<file path="src/met_pkg.sv">
// Shared types, constants and helpers of the Mandelbrot escape-time core.
package met_pkg;

    localparam int COORD_W     = 32;
    localparam int IDX_W       = 10;
    localparam int COUNT_W     = 12;
    localparam int CFG_INDEX_W = 3;
    localparam int RING_DEPTH  = 4;
    localparam int TAG_W       = $clog2(RING_DEPTH);

    typedef enum logic [CFG_INDEX_W-1:0] {
        REG_REAL_MIN        = 3'd0,
        REG_IMAG_MIN        = 3'd1,
        REG_REAL_STEP       = 3'd2,
        REG_IMAG_STEP       = 3'd3,
        REG_ITERATION_LIMIT = 3'd4
    } cfg_index_t;

    typedef struct packed {
        logic [IDX_W-1:0] column;
        logic [IDX_W-1:0] row;
    } in_word_t;

    typedef struct packed {
        logic [COUNT_W-1:0] escape_count;
        logic [IDX_W-1:0]   pixel_column;
        logic [IDX_W-1:0]   pixel_row;
    } out_word_t;

    typedef struct packed {
        logic signed [COORD_W-1:0] real_min;
        logic signed [COORD_W-1:0] imag_min;
        logic signed [COORD_W-1:0] real_step;
        logic signed [COORD_W-1:0] imag_step;
        logic [COUNT_W-1:0]        iteration_limit;
    } cfg_t;

    // A mapped pixel: the point c and the pixel it came from.
    typedef struct packed {
        logic signed [COORD_W-1:0] cr;
        logic signed [COORD_W-1:0] ci;
        logic [IDX_W-1:0]          column;
        logic [IDX_W-1:0]          row;
    } point_t;

    // One slot of the iteration ring. k counts the updates made so far;
    // once done is set it holds the escape count.
    typedef struct packed {
        logic                      valid;
        logic                      done;
        logic [TAG_W-1:0]          tag;
        logic [COUNT_W-1:0]        k;
        logic signed [COORD_W-1:0] x;
        logic signed [COORD_W-1:0] y;
        logic signed [COORD_W-1:0] cr;
        logic signed [COORD_W-1:0] ci;
        logic [IDX_W-1:0]          column;
        logic [IDX_W-1:0]          row;
    } slot_t;

    localparam cfg_t CFG_RESET = '{
        real_min:        32'shE000_0000,
        imag_min:        32'shE000_0000,
        real_step:       32'sh0010_0000,
        imag_step:       32'sh0010_0000,
        iteration_limit: 12'd64
    };

    localparam logic signed [65:0] SAT_HI = 66'sh0_7FFF_FFFF;
    localparam logic signed [65:0] SAT_LO = -66'sh0_8000_0000;

    // Clamp a wide signed value to the signed coordinate range.
    function automatic logic signed [COORD_W-1:0] sat_coord(input logic signed [65:0] v);
        logic signed [COORD_W-1:0] r;
        if (v > SAT_HI) begin
            r = SAT_HI[COORD_W-1:0];
        end else if (v < SAT_LO) begin
            r = SAT_LO[COORD_W-1:0];
        end else begin
            r = v[COORD_W-1:0];
        end
        return r;
    endfunction

endpackage

</file>
<file path="src/met_coord.sv">
// Two-stage pixel-to-point mapping: c = minimum + index * step on each axis.
module met_coord (
    input  logic              aclk,
    input  logic              aresetn,
    input  met_pkg::cfg_t     cfg,
    input  logic              in_valid,
    output logic              in_ready,
    input  met_pkg::in_word_t in_word,
    output logic              out_valid,
    input  logic              out_ready,
    output met_pkg::point_t   out_point
);

    localparam int PROD_W = met_pkg::COORD_W + met_pkg::IDX_W + 1;

    logic                             e1_valid_reg, e1_valid_next;
    logic                             e2_valid_reg, e2_valid_next;
    logic signed [PROD_W-1:0]         prod_r_reg, prod_r_next;
    logic signed [PROD_W-1:0]         prod_i_reg, prod_i_next;
    logic [met_pkg::IDX_W-1:0]        col_reg, row_reg;
    met_pkg::point_t                  point_reg, point_next;
    logic                             in_fire;
    logic                             e2_load;

    assign e2_load  = e1_valid_reg && (!e2_valid_reg || out_ready);
    assign in_ready = !e1_valid_reg || e2_load;
    assign in_fire  = in_valid && in_ready;

    always_comb begin
        prod_r_next = PROD_W'($signed({1'b0, in_word.column})) * PROD_W'(cfg.real_step);
        prod_i_next = PROD_W'($signed({1'b0, in_word.row})) * PROD_W'(cfg.imag_step);
    end

    always_comb begin
        point_next.cr     = met_pkg::sat_coord(66'(prod_r_reg) + 66'(cfg.real_min));
        point_next.ci     = met_pkg::sat_coord(66'(prod_i_reg) + 66'(cfg.imag_min));
        point_next.column = col_reg;
        point_next.row    = row_reg;
    end

    always_comb begin
        e1_valid_next = e1_valid_reg;
        if (in_fire) begin
            e1_valid_next = 1'b1;
        end else if (e2_load) begin
            e1_valid_next = 1'b0;
        end
        e2_valid_next = e2_valid_reg;
        if (e2_load) begin
            e2_valid_next = 1'b1;
        end else if (out_ready) begin
            e2_valid_next = 1'b0;
        end
    end

    always_ff @(posedge aclk) begin
        if (!aresetn) begin
            e1_valid_reg <= 1'b0;
            e2_valid_reg <= 1'b0;
        end else begin
            e1_valid_reg <= e1_valid_next;
            e2_valid_reg <= e2_valid_next;
        end
    end

    always_ff @(posedge aclk) begin
        if (in_fire) begin
            prod_r_reg <= prod_r_next;
            prod_i_reg <= prod_i_next;
            col_reg    <= in_word.column;
            row_reg    <= in_word.row;
        end
        if (e2_load) begin
            point_reg <= point_next;
        end
    end

    assign out_valid = e2_valid_reg;
    assign out_point = point_reg;

endmodule

</file>
<file path="config.mk">
export PLATFORM = sky130hd
export DESIGN_NAME = met_coord
export DESIGN_NICKNAME = d
export VERILOG_FILES = /design/src/met_pkg.sv /design/src/met_coord.sv
export SDC_FILE = /design/constraint.sdc
export NUM_CORES = 2
export LEC_CHECK = 0
export BUFFER_PORTS_ARGS = -buffer_cell sky130_fd_sc_hd__buf_4
export CAP_MARGIN = 20
export CORE_MARGIN = 3
export CORE_UTILIZATION = 46
export CTS_CLUSTER_DIAMETER = 40
export DETAILED_ROUTE_END_ITERATION = 8
export PLACE_DENSITY = 0.74
export SLEW_MARGIN = 20
export SYNTH_ARGS = -nofsm -noshare
export SYNTH_HDL_FRONTEND = slang
export SYNTH_SLANG_ARGS = --single-unit
export TNS_END_PERCENT = 10
</file>
<file path="constraint.sdc">
create_clock -name aclk -period 7.1 [get_ports aclk]
set_input_delay 0.71 -clock aclk [delete_from_list [all_inputs] [get_ports aclk]]
set_output_delay 0.71 -clock aclk [all_outputs]
set_load 0.1 [all_outputs]
</file>
# == Yosys cells after proc, flatten, opt, wreduce, memory -nomap -nowiden ==
# Cells that the tools add are included.
# word_totals
ram_bits,0
latchBits,0
inputBits,164
rom_bits,0
n_memories,0
output_inout_bits,86
regBits,192
# classes
bitwise,0
add_sub_neg,2
n_div,0
shift,0
n_reduce_logical,8
magnitude_cmp,4
muxes,6
eq_ne,0
multipliers,2
# ops
operator,n
adder 43 x 32 -> 44 bit,2
greater-than comparator 44 x 32 -> 1 bit (second input constant),2
less-than comparator 44 x 32 -> 1 bit (second input constant),2
multiplier 11 x 32 -> 43 bit,2
two-way mux 32 bit,2
two-way mux 1 bit,4
nonzero test 2 bit,2
logical AND 1 bit,2
logical NOT 1 bit,2
logical OR 1 bit,2

# == Logic depth before layout (Yosys ltp) ==
# logic_depth
depth_word,6
ltp_mapped,23

# == Worst setup path after synthesis ==
# No wires, ideal clock.
# synth_timing
path_kind,input to register
start,input in_word[5] (netlist name)
end,"register prod_i_reg[41], data pin"
stages,21
arrival_time_ps,6304
t_required_ps,6893
path_slack_ps,589
cell_sequence,clkbuf_1 nand2_1 fa_1 inv_1 fa_1 fa_1 fa_1 inv_1 fa_1 inv_1 ha_1 a21o_1 a21o_1 a2111oi_0 o41ai_1 a311oi_1 o21ai_1 a21oi_1 o21ai_1 mux2i_1 a2111oi_0
# synth_between
elab_chain_len,1
# synth_lines
element,line,source
start: declaration,met_coord.sv:8,"input met_pkg::in_word_t in_word,"
multiplier 11 x 32 -> 43 bit,met_coord.sv:31,"prod_i_next = PROD_W'($signed({1'b0, in_word.row})) * PROD_W'(cfg.imag_step);"
named net prod_i_next[41],met_coord.sv:19,"logic signed [PROD_W-1:0] prod_i_reg, prod_i_next;"
end signal: assignment,met_coord.sv:69,prod_i_reg <= prod_i_next;
end: declaration,met_coord.sv:19,
# The timed path passes the listed nets, and every way through them passes these cells.
# A chain may end at the register's enable or synchronous reset.

# == Worst setup path in the final report ==
# layout_timing
start,input in_word[7] (netlist name)
end,"register prod_i_reg[41], data pin"
# The elaborated chain is that of the path after synthesis.

==> results.cfg <==
[status]
outcome = completed

[sta]
setup_ws_ps = 516
fin_tns_setup_ps = 0
max_clock_freq_ghz = 0.152
fin_skew_ps = 14.9
hold_violations = 0
whs_ps = 423
period_needed_ps = 6580
rsz0062_at_grt = no
finalSetupViolCount = 0
relSlewSlack_pct = 37.7
tightest_slew_ps = 934
fin_crit_sh_pct = 92.7
drv_slew = 0

[finish]
fin_util_pct = 51.1
final_cell_mix = 661 x inv_1, 548 x fa_1, 457 x nand2_1
fin_nets = 4729
largest_reg_flops = 84
layout_commonest_cell = inv_1
fill_cells = 6551
fin_area_mm2 = 0.0369
drive_gt1_share_pct = 8.65
final_cells = 4713
area_growth_pct = 8.91

[pwr]
leakage_nw = 17.7
peakVddDrop_v = 0.000426
pwr_density_cell_mw_per_mm2 = 509
power_mw = 18.8

[worst_setup_path]
worst_ep_arrival_time_ps = 6800
r2r-end = out_point[56]
worstPathMaxFanout = 33
r2r_slack_ps = 2410
r2r_start = prod_r_reg[0]
rr_worst_depth = 13
worst-setup-path-type = input pin to flop
worstPathRequired_ps = 7320
start_kind = input pin
cp-end-kind = flop

[die]
core_mm2 = 0.0722
start_util_pct = 46.9
die_y_um = 277
die_w_um = 277
row_count = 98
pin_count = 250
die_area_mm2 = 0.0769

[clock_network]
post_cts_buffers = 0
cts_tree = yes
h-tree-depth = 4
clk_path_buf_depth = 2
cts_sinks = 192
clk_pin_slew_ps = 80
cts_made_buffers = 17
cts-root-buf = clkbuf_16
postCtsHoldBufs = 0
cts_resized = 0
insertion_delay_ps = 460

[yosys]
netlist_area_mm2 = 0.0339
syn_inst = 3657
ys_warn_count = 0
synth_ff_type = edfxtp_1
syn_nets = 4641
avgSynthCellArea_um2 = 9.26
async_flop_share_pct = 0
yosysSeqAreaShare_pct = 17.0
netlist_top_cells_area = fa_1 32%, edfxtp_1 17%, ha_1 10%, inv_1 7.3%, and2_1 5.4%
synth_top_area_cell = fa_1
yosysTopAreaCellShare_pct = 32.4
post_synth_num_cell_types = 86
ys_ff_latch = 192
synth_edf_count = 190

[detailed_routing]
via_count = 25600
routed_wl_mm = 81.3
drt-pass1-iter-count = 7
drt.antenna.violating_nets = 0
dr.first_iter.drc_count = 1461
viasPerCell = 5.44
route.detailed.drc = 0
wl_per_cell_um = 17.3

[hold_path]
worstHoldStart = col_reg[0]
hold_path_end = out_point[10]
hold_path.class = flop to flop
min_path_cells = 0

[grt]
grt_usage_pct = 21.6
antenna_found_initial = 5
grt-ovfl-total = 0
grt_pass1_vias = 27000
grt_max_degree = 73
grt_pass1_wl_mm = 137

[job]
maxCapViolations = 0

[placed_design]
gp_congestion = 0.896
portBuffers = 237
dp.final_hpwl_mm = 66.5
place_area_mm2 = 0.0363
dp_slack_ps = 103
dp_cells = 4676
[cell families after synthesis]
| family | count (synthesis) | synth area share (%) |
|---|---|---|
| and+or+nand+nor | 1056 | 15.3 |
| adders and majority gates | 820 | 42.4 |
| DFF | 192 | 17.0 |
| buffers and inverters | 853 | 9.62 |
| muxes | 7 | 0.211 |
| xor gates and xnor gates | 146 | 3.78 |
| AOI/OAI and AO/OA | 583 | 11.6 |
[worst max-delay path by stage]
stage / startpoint / endpoint / slack, ps / cells after the start
4_1_cts: in_word[7] / prod_i_reg[41] / 600 / 22
6_report: in_word[7] / prod_i_reg[41] / 520 / 22
3_5_place_dp: in_word[7] / prod_i_reg[41] / 100 / 22
2_1_floorplan: in_word[5] / prod_i_reg[41] / 590 / 21
5_1_grt: in_word[3] / prod_i_reg[41] / 240 / 22
3_3_place_gp: in_word[7] / prod_i_reg[41] / 130 / 22
[cell usage after synthesis (all sizes together), types with 5 or more instances]
| library cell | instances |
|---|---|
| a21oi | 147 |
| buf | 27 |
| nor2b | 16 |
| and3 | 26 |
| nand2b | 13 |
| a31oi | 18 |
| xnor2 | 95 |
| and2 | 294 |
| a211o | 10 |
| a311oi | 6 |
| nor2 | 84 |
| o211ai | 19 |
| fa | 548 |
| nand2 | 457 |
| or3 | 11 |
| a21o | 127 |
| ha | 272 |
| a211oi | 15 |
| nand4 | 40 |
| and4 | 6 |
| o31a | 6 |
| a41oi | 11 |
| o21bai | 23 |
| or4 | 5 |
| a221oi | 7 |
| a31o | 9 |
| nand3 | 53 |
| mux2i | 6 |
| nor3 | 27 |
| nor4 | 10 |
| edfxtp | 190 |
| inv | 661 |
| o31ai | 9 |
| o21a | 24 |
| or2 | 6 |
| o21ai | 98 |
| clkbuf | 165 |
| xor2 | 51 |
[routing by layer]
layer	track usage (%)	routed length (µm)
met5	0	0
met4	7.88	2560
met3	2.24	4100
met2	35.9	38600
met1	29.4	36100
[layout make-up]
type | count | area, µm² | area share, %
Antenna cell | 5 | 12.5 | 0.0339
Timing Repair Buffer | 261 | 1960 | 5.31
Clock buffer | 17 | 425 | 1.15
Clock inverter | 15 | 189 | 0.512
Multi-Input combinational cell | 2612 | 24900 | 67.5
Sequential cell | 192 | 5750 | 15.6
Inverter | 661 | 2480 | 6.73
Tap cell | 950 | 1190 | 3.22
[critical path, stage by stage]
cell and delay [ps]:
buf_4 350, nand2_1 120, fa_1 490, inv_1 50, fa_1 540, fa_1 430, fa_1 490, inv_1 50
fa_1 470, inv_1 40, ha_1 280, a21o_1 160, a21o_1 180, a2111oi_0 570, o41ai_1 200, a311oi_1 370
buf_4 200, o21ai_1 130, a21oi_1 270, o21ai_1 150, mux2i_1 140, a2111oi_0 400
[where the power goes]
| part | switching, mW | leakage [nW] | internal (mW) |
|---|---|---|---|
| clock network | 0.507 | 0.296 | 0.509 |
| logic | 9.12 | 15.6 | 6.17 |
| registers | 0.146 | 1.80 | 2.31 |
| total | 9.77 | 17.7 | 8.99 |
Note: power is estimated with default switching activity, not from simulation.
